--- src/hw/rtl/bnfs_pkg.sv ---
// ----------------------------------------------------------------------------
// bnfs_pkg
// Shared constants and types for the bit store with find-next-set search.
// ----------------------------------------------------------------------------
`default_nettype none

package bnfs_pkg;

    localparam int WORD_W  = 32;
    localparam int POS_W   = 5;
    localparam int INDEX_W = 10;
    localparam int REQ_W   = 3;
    localparam int WIDX_W  = INDEX_W - POS_W;

    localparam logic [REQ_W-1:0] REQ_READ      = 3'd0;
    localparam logic [REQ_W-1:0] REQ_SET       = 3'd1;
    localparam logic [REQ_W-1:0] REQ_CLEAR     = 3'd2;
    localparam logic [REQ_W-1:0] REQ_CLEAR_ALL = 3'd3;
    localparam logic [REQ_W-1:0] REQ_FIND      = 3'd4;

    typedef struct packed {
        logic             hit;
        logic [POS_W-1:0] tz;
    } scan_res_t;

endpackage

`default_nettype wire

--- src/hw/rtl/bitmap_with_find_next_set_core.sv ---
// ----------------------------------------------------------------------------
// bitmap_with_find_next_set_core
// Bit store of 32-bit words with read, set, clear, clear-all and
// find-next-set requests, driven by a small sequencer around one scan unit.
//
//   channel  | handshake             | payload
//   ---------+-----------------------+------------------------------------------
//   request  | in_valid / in_ready   | req_type, bit_index
//   result   | out_valid / out_ready | bit_value, found, found_index, index_error
//
// Read, set and clear pass the fetch, eval and finish states; a search passes fetch
// and stays in eval for each word scanned (at most min(NUM_WORDS, 32) words, one
// per cycle from the RAM read port); clear-all, out-of-range and unknown requests
// go straight to finish. The next request can be taken as the result turns valid.
// Reset clears the per-word valid bits, so the store reads as zero at once.
// A finished result waits in the staging stage while the output register is full.
// ----------------------------------------------------------------------------
`default_nettype none

module bitmap_with_find_next_set_core #(
    parameter int NUM_WORDS = 32
) (
    input  wire logic                         clk,
    input  wire logic                         rst_n,
    input  wire logic                         in_valid,
    output logic                              in_ready,
    input  wire logic [bnfs_pkg::REQ_W-1:0]   req_type,
    input  wire logic [bnfs_pkg::INDEX_W-1:0] bit_index,
    output logic                              out_valid,
    input  wire logic                         out_ready,
    output logic                              bit_value,
    output logic                              found,
    output logic      [bnfs_pkg::INDEX_W-1:0] found_index,
    output logic                              index_error
);
    import bnfs_pkg::*;

    localparam int DEPTH = (NUM_WORDS < (1 << WIDX_W)) ? NUM_WORDS : (1 << WIDX_W);
    localparam int AW    = (DEPTH > 1) ? $clog2(DEPTH) : 1;

    typedef enum logic [3:0] {
        S_IDLE   = 4'b0001,
        S_FETCH  = 4'b0010,
        S_EVAL   = 4'b0100,
        S_FINISH = 4'b1000
    } state_t;

    state_t               state_reg, state_next;
    logic [REQ_W-1:0]     req_reg, req_next;
    logic [POS_W-1:0]     pos_reg, pos_next;
    logic [AW-1:0]        ptr_reg, ptr_next;
    logic                 first_reg, first_next;
    logic [DEPTH-1:0]     vld_reg, vld_next;
    logic                 rd_vld_reg;
    logic                 res_bit_reg, res_bit_next;
    logic                 res_found_reg, res_found_next;
    logic [INDEX_W-1:0]   res_fidx_reg, res_fidx_next;
    logic                 res_err_reg, res_err_next;
    logic                 out_valid_reg, out_valid_next;
    logic                 out_bit_reg, out_bit_next;
    logic                 out_found_reg, out_found_next;
    logic [INDEX_W-1:0]   out_fidx_reg, out_fidx_next;
    logic                 out_err_reg, out_err_next;

    logic [AW-1:0]        rd_addr;
    logic [WORD_W-1:0]    rd_data;
    logic                 wr_en;
    logic [WORD_W-1:0]    wr_data;
    logic [WORD_W-1:0]    word;
    logic [WORD_W-1:0]    bit_mask;
    logic [WIDX_W-1:0]    in_widx;
    logic                 in_range;
    logic                 is_bit_op;
    scan_res_t            scan;

    bnfs_ram #(
        .WIDTH  (WORD_W),
        .DEPTH  (DEPTH),
        .ADDR_W (AW)
    ) u_ram (
        .clk     (clk),
        .wr_en   (wr_en),
        .wr_addr (ptr_reg),
        .wr_data (wr_data),
        .rd_addr (rd_addr),
        .rd_data (rd_data)
    );

    bnfs_scan u_scan (
        .word  (word),
        .pos   (pos_reg),
        .first (first_reg),
        .res   (scan)
    );

    assign word     = rd_vld_reg ? rd_data : '0;
    assign bit_mask = {{(WORD_W-1){1'b0}}, 1'b1} << pos_reg;
    assign in_widx  = bit_index[INDEX_W-1:POS_W];
    assign in_range = 32'(in_widx) < 32'(NUM_WORDS);
    assign is_bit_op = (req_type == REQ_READ) || (req_type == REQ_SET)
                    || (req_type == REQ_CLEAR) || (req_type == REQ_FIND);

    assign in_ready    = (state_reg == S_IDLE);
    assign out_valid   = out_valid_reg;
    assign bit_value   = out_bit_reg;
    assign found       = out_found_reg;
    assign found_index = out_fidx_reg;
    assign index_error = out_err_reg;

    always_comb
    begin
        state_next     = state_reg;
        req_next       = req_reg;
        pos_next       = pos_reg;
        ptr_next       = ptr_reg;
        first_next     = first_reg;
        vld_next       = vld_reg;
        res_bit_next   = res_bit_reg;
        res_found_next = res_found_reg;
        res_fidx_next  = res_fidx_reg;
        res_err_next   = res_err_reg;
        out_valid_next = out_valid_reg;
        out_bit_next   = out_bit_reg;
        out_found_next = out_found_reg;
        out_fidx_next  = out_fidx_reg;
        out_err_next   = out_err_reg;
        rd_addr        = ptr_reg;
        wr_en          = 1'b0;
        wr_data        = word;

        if (out_valid_reg && out_ready)
        begin
            out_valid_next = 1'b0;
        end

        unique case (state_reg)
            S_IDLE:
            begin
                if (in_valid)
                begin
                    req_next       = req_type;
                    pos_next       = bit_index[POS_W-1:0];
                    ptr_next       = AW'(in_widx);
                    first_next     = 1'b1;
                    res_bit_next   = 1'b0;
                    res_found_next = 1'b0;
                    res_fidx_next  = '0;
                    res_err_next   = 1'b0;
                    priority if (is_bit_op && !in_range)
                    begin
                        res_err_next = 1'b1;
                        state_next   = S_FINISH;
                    end
                    else if (is_bit_op)
                    begin
                        state_next = S_FETCH;
                    end
                    else if (req_type == REQ_CLEAR_ALL)
                    begin
                        vld_next   = '0;
                        state_next = S_FINISH;
                    end
                    else
                    begin
                        state_next = S_FINISH;
                    end
                end
            end
            S_FETCH:
            begin
                state_next = S_EVAL;
            end
            S_EVAL:
            begin
                first_next = 1'b0;
                priority if (req_reg == REQ_READ)
                begin
                    res_bit_next = word[pos_reg];
                    state_next   = S_FINISH;
                end
                else if (req_reg == REQ_SET)
                begin
                    wr_en             = 1'b1;
                    wr_data           = word | bit_mask;
                    vld_next[ptr_reg] = 1'b1;
                    state_next        = S_FINISH;
                end
                else if (req_reg == REQ_CLEAR)
                begin
                    wr_en             = 1'b1;
                    wr_data           = word & ~bit_mask;
                    vld_next[ptr_reg] = 1'b1;
                    state_next        = S_FINISH;
                end
                else if (scan.hit)
                begin
                    res_found_next = 1'b1;
                    res_fidx_next  = {WIDX_W'(ptr_reg), scan.tz};
                    state_next     = S_FINISH;
                end
                else if (ptr_reg == AW'(DEPTH - 1))
                begin
                    state_next = S_FINISH;
                end
                else
                begin
                    ptr_next = ptr_reg + AW'(1);
                    rd_addr  = ptr_reg + AW'(1);
                end
            end
            S_FINISH:
            begin
                if (!out_valid_reg || out_ready)
                begin
                    out_valid_next = 1'b1;
                    out_bit_next   = res_bit_reg;
                    out_found_next = res_found_reg;
                    out_fidx_next  = res_fidx_reg;
                    out_err_next   = res_err_reg;
                    state_next     = S_IDLE;
                end
            end
            default:
            begin
                state_next = S_IDLE;
            end
        endcase
    end

    always_ff @(posedge clk or negedge rst_n)
    begin
        if (!rst_n)
        begin
            state_reg     <= S_IDLE;
            vld_reg       <= '0;
            out_valid_reg <= 1'b0;
        end
        else
        begin
            state_reg     <= state_next;
            vld_reg       <= vld_next;
            out_valid_reg <= out_valid_next;
        end
    end

    always_ff @(posedge clk)
    begin
        req_reg       <= req_next;
        pos_reg       <= pos_next;
        ptr_reg       <= ptr_next;
        first_reg     <= first_next;
        rd_vld_reg    <= vld_reg[rd_addr];
        res_bit_reg   <= res_bit_next;
        res_found_reg <= res_found_next;
        res_fidx_reg  <= res_fidx_next;
        res_err_reg   <= res_err_next;
        out_bit_reg   <= out_bit_next;
        out_found_reg <= out_found_next;
        out_fidx_reg  <= out_fidx_next;
        out_err_reg   <= out_err_next;
    end

    a_busy_after_transfer: assert property (@(posedge clk) disable iff (!rst_n)
        in_valid && in_ready |=> !in_ready)
        else $error("request taken while a transfer is in flight");

    a_write_only_modify: assert property (@(posedge clk) disable iff (!rst_n)
        wr_en |-> (state_reg == S_EVAL) && ((req_reg == REQ_SET) || (req_reg == REQ_CLEAR)))
        else $error("store write outside a set or clear");

    a_clear_all_empties: assert property (@(posedge clk) disable iff (!rst_n)
        in_valid && in_ready && (req_type == REQ_CLEAR_ALL) |=> (vld_reg == '0))
        else $error("clear-all left valid words");

    a_found_excludes_error: assert property (@(posedge clk) disable iff (!rst_n)
        (state_reg == S_FINISH) |-> !(res_found_reg && res_err_reg))
        else $error("search hit reported together with index error");

endmodule

`default_nettype wire

--- src/hw/rtl/bnfs_ram.sv ---
// ----------------------------------------------------------------------------
// bnfs_ram
// Generic single-write, single-read RAM with registered read data.
// ----------------------------------------------------------------------------
`default_nettype none

module bnfs_ram #(
    parameter int WIDTH  = 32,
    parameter int DEPTH  = 32,
    parameter int ADDR_W = (DEPTH > 1) ? $clog2(DEPTH) : 1
) (
    input  wire logic              clk,
    input  wire logic              wr_en,
    input  wire logic [ADDR_W-1:0] wr_addr,
    input  wire logic [WIDTH-1:0]  wr_data,
    input  wire logic [ADDR_W-1:0] rd_addr,
    output logic      [WIDTH-1:0]  rd_data
);

    logic [WIDTH-1:0] mem [DEPTH];

    always_ff @(posedge clk)
    begin
        if (wr_en)
        begin
            mem[wr_addr] <= wr_data;
        end
        rd_data <= mem[rd_addr];
    end

endmodule

`default_nettype wire

--- src/hw/rtl/bnfs_scan.sv ---
// ----------------------------------------------------------------------------
// bnfs_scan
// Word scan unit: masks bits below the start position on the first word,
// tests for any set bit and gives the trailing-zero count.
// ----------------------------------------------------------------------------
`default_nettype none

module bnfs_scan (
    input  wire logic [bnfs_pkg::WORD_W-1:0] word,
    input  wire logic [bnfs_pkg::POS_W-1:0]  pos,
    input  wire logic                        first,
    output bnfs_pkg::scan_res_t              res
);
    import bnfs_pkg::*;

    logic [WORD_W-1:0] masked;

    always_comb
    begin
        masked = first ? (word & ({WORD_W{1'b1}} << pos)) : word;
        res.hit = |masked;
        res.tz  = '0;
        for (int i = WORD_W - 1; i >= 0; i--)
        begin
            if (masked[i])
            begin
                res.tz = POS_W'(i);
            end
        end
    end

endmodule

`default_nettype wire

--- config.mk ---
export PLATFORM = sky130hd
export DESIGN_NAME = bitmap_with_find_next_set_core
export DESIGN_NICKNAME = d
export VERILOG_FILES = /design/src/hw/rtl/bnfs_pkg.sv /design/src/hw/rtl/bitmap_with_find_next_set_core.sv /design/src/hw/rtl/bnfs_ram.sv /design/src/hw/rtl/bnfs_scan.sv
export SDC_FILE = /design/constraint.sdc
export NUM_CORES = 2
export LEC_CHECK = 0
export BUFFER_PORTS_ARGS = -buffer_cell sky130_fd_sc_hd__clkbuf_2
export CORE_ASPECT_RATIO = 2
export CORE_MARGIN = 5
export CORE_UTILIZATION = 25
export CTS_CLUSTER_SIZE = 12
export DETAILED_ROUTE_END_ITERATION = 7
export GPL_TIMING_DRIVEN = 0
export PLACE_DENSITY_LB_ADDON = 0.15
export SETUP_SLACK_MARGIN = 0.15
export SYNTH_ARGS = -nofsm -noshare
export SYNTH_HDL_FRONTEND = slang
export SYNTH_HIERARCHICAL = 1
export SYNTH_SLANG_ARGS = --single-unit
--- constraint.sdc ---
create_clock -name clk -period 12.1 [get_ports clk]
set_clock_uncertainty 0.15 [all_clocks]
set_input_delay 0.605 -clock clk [delete_from_list [all_inputs] [get_ports clk]]
set_output_delay 0.605 -clock clk [all_outputs]
set_load 0.005 [all_outputs]
---- Word-level counts from Yosys, hierarchy flattened ----
Memories as Yosys holds them, arrays and structs flattened. A register that Yosys moved wholly into a read port is not among the register bits.
Index checks and enable logic that the tools add are counted.
cells by class
  $add $sub $neg .......................... 1
  magnitude comparators ................... 4
  equality and inequality tests ........... 22
  shift-type cells ........................ 2
  mux-type cells .......................... 93
  bitwise logic cells ..................... 5
  reduce and logical (&&, ||, !) cells .... 18
operators with widths
  operator                                                                      count
  32-bit 2-to-1 mux                                                             12
  5-bit 2-to-1 mux                                                              39
  32-bit bitwise AND                                                            2
  32-bit bitwise OR                                                             2
  32-bit one-hot mux with 2 select lines                                        1
  10-bit 2-to-1 mux                                                             5
  4-bit 2-to-1 mux                                                              8
  32-bit NOT                                                                    1
  32-bit OR reduction                                                           1
  1-bit by 5-bit << shifter with 32-bit output, first input constant            1
  32-bit by 5-bit << shifter with 32-bit output, first input constant           1
  10-bit one-hot mux with 2 select lines                                        1
  1-bit 2-to-1 mux                                                              19
  5-bit by 6-bit less-than comparator with 1-bit output, second input constant  3
  2-bit != test, second input constant                                          8
  4-bit one-hot mux with 4 select lines                                         1
  6-bit AND reduction                                                           2
  1-bit binary-select mux with 5-bit select                                     2
  5-bit one-hot mux with 2 select lines                                         1
  3-bit by 2-bit equality test with 1-bit output, second input constant         3
  3-bit by 1-bit equality test with 1-bit output, second input constant         2
  3-bit logical NOT                                                             2
  6-bit != test, second input constant                                          1
  1-bit one-hot mux with 2 select lines                                         3
  other kinds (17)                                                              24
storage, ports and cells
  register bits ........................... 76
  memory bits (writable) .................. 1024
  word-level logic and storage cells ...... 160
  memories kept ........................... 1
memories
  name       depth  bits a word  rd ports  clocked after memory_dff  wr ports  line            text
  u_ram.mem  32     32           1         1                         1         bnfs_ram.sv:20  logic [WIDTH-1:0] mem [DEPTH];

---- Depth between registers and ports, before layout ----
  depth in word-level cells ............... 40
  mapped depth ............................ 21
  mapped depth without buffers ............ 16

---- Cells and area by module ----
Netlist, hierarchy kept.
by module, submodules not included
  module                          times used  cells an instance  area an instance (sq um)  sequential area each (sq um)
  bnfs_ram                        1           2260               40492.6                   31390.1
  bitmap_with_find_next_set_core  1           495                4640.7                    2088.3
  bnfs_scan                       1           185                1112.3                    0.0

---- Least setup slack after synthesis ----
OpenSTA, ideal clock, no wires.
  kind .................................... flip-flop to flip-flop
  start point ............................. register rd_vld_reg
  end point ............................... register u_ram.rd_data[25] (read register of u_ram.mem)
  library setup time ...................... 124 ps
  arrival ................................. 3982 ps
  data required time ...................... 11826 ps
  slack ................................... 7844 ps
  stages on the path, launching flop included .. 22
  path buffers ............................ 7
  clock period less this slack ............ 4256 ps
  path through ............................ dfxtp_1 > clkbuf_1 > nand2_1 > inv_1 > or2_2 > a22oi_1 > and2_1 > o21a_1 > nand4_1 > or2_1 > buf_2 > nor4_4 > buf_4 > xnor2_1 > buf_4 > buf_6 > buf_6 > buf_6 > mux2i_1 > a22oi_1 > a31oi_1 > nand3_1
RTL lines
  what                    line                                   text
  from (decl)             bitmap_with_find_next_set_core.sv:54   logic rd_vld_reg;
  from (signal assigned)  bitmap_with_find_next_set_core.sv:252  rd_vld_reg <= vld_reg[rd_addr];
  to (decl)               bnfs_ram.sv:17                         output logic [WIDTH-1:0] rd_data

==> out/qor.txt <==
slowest CP cell = clkbuf_1
Die W = 314 um
outcome = complete, no violations
Die H = 618 um
CP required = 12.45 ns
crit path kind = reg -> reg
vias in the first global route = 27,900
Clk pwr share = 28.2%
io pins = 32
clock sink count = 1,132
Yosys warnings = 6
clk_lat worst skew = 0.72 ns
VDD IR-drop max = 0.120 mV
RSZ-0062 raised after global routing = no
min-delay worst type = in -> reg
cells after synthesis = 2,940
Slew Viols, Final = 0
most frequent CP cell = clkbuf_1
H-Tree Depth = 3
drt wl/cell = 26.5 um
register area share after synthesis = 72.4%
initial antenna violation count = 2
Detailed Route Iter0 Violations = 1,495
Final GP Congestion = 0.898
Setup Total Neg Slack = 0 ns
TritonCTS clock tree = built
Max Clock Freq = 126 MHz
antenna violation net count after detailed routing = 0
number of distinct library cells after synthesis = 79
syn_nets = 2,961
DR vias/cell = 4.57
Psw = 0.00359 W
Post-synth top flop = edfxtp_1
nature of the critical path startpoint = flip-flop
Max-Cap Viols = 0
Site Rows = 223
Num CTS Buffers = 106
Final Hold Vio Count = 0
Max Root-Sink Buffers = 3
DP HPWL = 110 mm
Internal Power = 0.00738 W
share of synthesized registers carrying an async set or reset = 3.27%
Port Buf Inserts = 30
Root Driver = clkbuf_16
P&R area growth vs syn = 18.0%
Mapped Area = 46,200 sq um
DRC = 0
share of layout cells above drive strength 1 = 12.9%
die area = 194,000 sq um
largest net degree at the start of global routing = 38
Placed Area = 51,400 sq um
finished layout cell area = 54,600 sq um
Worst R2R Setup Slack = 4.16 ns
power per cell area = 201 nW/um^2
Final setup viols = 0
Slew @ Worst Pin = 1.30 ns
core area = 184,000 sq um
CP max FO = 10
number of synthesized flops with an enable pin = 1,062
vias after detailed routing = 26,000
Total GRT Usage = 15.1%
CP Cell Sequence = clkbuf_1, nand2_1, inv_1, nor3_1, nor2_1, nor4_1, nand4_1, or2_1, buf_2, nor4_4, buf_4, o21ai_0, nor2_1, clkbuf_1, clkbuf_1, a22oi_1, nand3_1, nand3_1
final wirelength = 151 mm
Worst EP arrival = 8.29 ns
1st-pass router iterations = 5
CTS clk-pin slew, worst paths = 0.07 ns
Tmin final = 7.94 ns
Yosys reg bits = 1,132
Slowest Stage Delay on Critical Path = 1.00 ns
Tcrit/Tclk final = 65.6%
Combinational Power Share = 26.9%
grt ovf = 0
slew margin rel. = 13.7%
CP endpoint kind = flip-flop
Initial Utilization = 25.1%
most frequent cells in the layout = edfxtp_1 (1,062), mux2i_1 (525), nand2_1 (178), a21oi_1 (145), nand3_1 (116)
average instance area after synthesis = 15.7 sq um
leakage = 18.8 nW
max reg flops = 1,024
Setup Fix Bufs, Post-CTS = 0
wire length of the first global-routing pass = 209 mm
NumNets Final = 3,178
Sw Ratio = 32.7%
most common cell after layout, fill and taps aside = edfxtp_1
sequential fraction of design power = 44.8%
==> power groups by stage <==
stage | logic (W) | clock network, W | registers, W
after floorplan | 0.00162 | 0 | 0.00494
after CTS | 0.00303 | 0.00321 | 0.00492
after global placement | 0.00275 | 0 | 0.00506
after detailed placement | 0.00302 | 0 | 0.00500
final | 0.00296 | 0.00310 | 0.00492
after global routing | 0.00315 | 0.00333 | 0.00493
==> cell families after synthesis <==
group	count (synthesis)	share of synthesized area (%)
xor+xnor	3	0.0568
buf+inv	213	2.45
mux	551	12.5
other cells	1	0.00811
simple gates	569	5.72
fa+ha+maj	5	0.130
flops	1132	72.4
compound gates	466	6.75
==> final timing paths <==
path,from,to,depth (start not counted)
max,rd_vld_reg,u_ram/rd_data[29],18
min,bit_index[5],ptr_reg[0],3
max reg2reg,rd_vld_reg,u_ram/rd_data[29],18
min reg2reg,res_fidx_reg[6],found_index[6],0
max in group asynchronous,rst_n,vld_reg[15],2
min in group asynchronous,rst_n,out_valid,2
==> layer usage <==
layer / wire length (um) / track usage [%] / vias up
li1: - / - / 11800
met1: 48200 / 13.5 / 13400
met2: 92200 / 32.9 / 473
met3: 3290 / 1.55 / 274
met4: 6980 / 6.65 / 2
met5: 15 / 0 / -
==> worst max-delay path: cells and delay by family, from the launching register on <==
kind                   cells  cell delay, ns
AOI/OAI and AO/OA          2            0.77
buffers and inverters      6            2.98
DFF                        1            0.47
and+or+nand+nor           10            3.30
==> cells in the mapped netlist (4+ instances only) <==
master | number | share of area, %
a21boi_0 | 7 | 0.11
a21oi_1 | 145 | 1.6
nand3b_1 | 9 | 0.15
clkbuf_1 | 68 | 0.55
o21ai_0 | 25 | 0.27
buf_6 | 17 | 0.41
o21a_1 | 6 | 0.097
o22ai_1 | 40 | 0.54
nand3_1 | 116 | 1.3
nor3_1 | 49 | 0.53
a31oi_1 | 35 | 0.47
nand2b_1 | 11 | 0.15
a22o_1 | 64 | 1.2
inv_1 | 40 | 0.32
dfxtp_1 | 33 | 1.4
dfrtp_1 | 36 | 1.9
mux2i_1 | 525 | 11
nand4_1 | 6 | 0.081
ha_1 | 4 | 0.11
nor2b_1 | 17 | 0.23
or2_2 | 5 | 0.068
o211ai_1 | 4 | 0.065
mux4_2 | 20 | 0.97
nor2_1 | 136 | 1.1
buf_1 | 9 | 0.073
a22oi_1 | 100 | 1.6
edfxtp_1 | 1062 | 69
a211oi_1 | 7 | 0.11
buf_2 | 34 | 0.37
mux2_2 | 4 | 0.097
nand2_1 | 178 | 1.4
and2_1 | 16 | 0.22
buf_4 | 42 | 0.68
nor4b_1 | 4 | 0.076
==> cell type report <==
class | instances | area, sq um
multi-input combinational | 1595 | 12200
inverter | 41 | 154
fill | 18300 | 130000
antenna | 2 | 5.00
sequential | 1132 | 33500
buffer | 172 | 981
timing repair buffer | 109 | 1610
clock inverter | 14 | 191
tap | 2475 | 3100
clock buffer | 152 | 2850
==> timing repair <==
item | in CTS | in global routing
hold buffers | 15 | 0
endpoints found under the hold margin | 50 | 0
gates resized for setup | 0 | 0
==> through the flow <==
step	cells	setup WS [ns]	total power (W)	utilization, %	hold WS (ns)
6_report	5692	4.16	0.0110	29.6	0.0940
5_1_grt	5691	3.96	0.0114	29.6	0.0788
4_1_cts	5690	4.00	0.0112	29.6	0.0391
3_5_place_dp	5509	4.03	0.00802	27.9	0.255
3_3_place_gp	5445	4.08	0.00782	26.8	0.251
2_1_floorplan	2940	7.84	0.00656	-	0.159
Power figures use the tool's default switching activity.
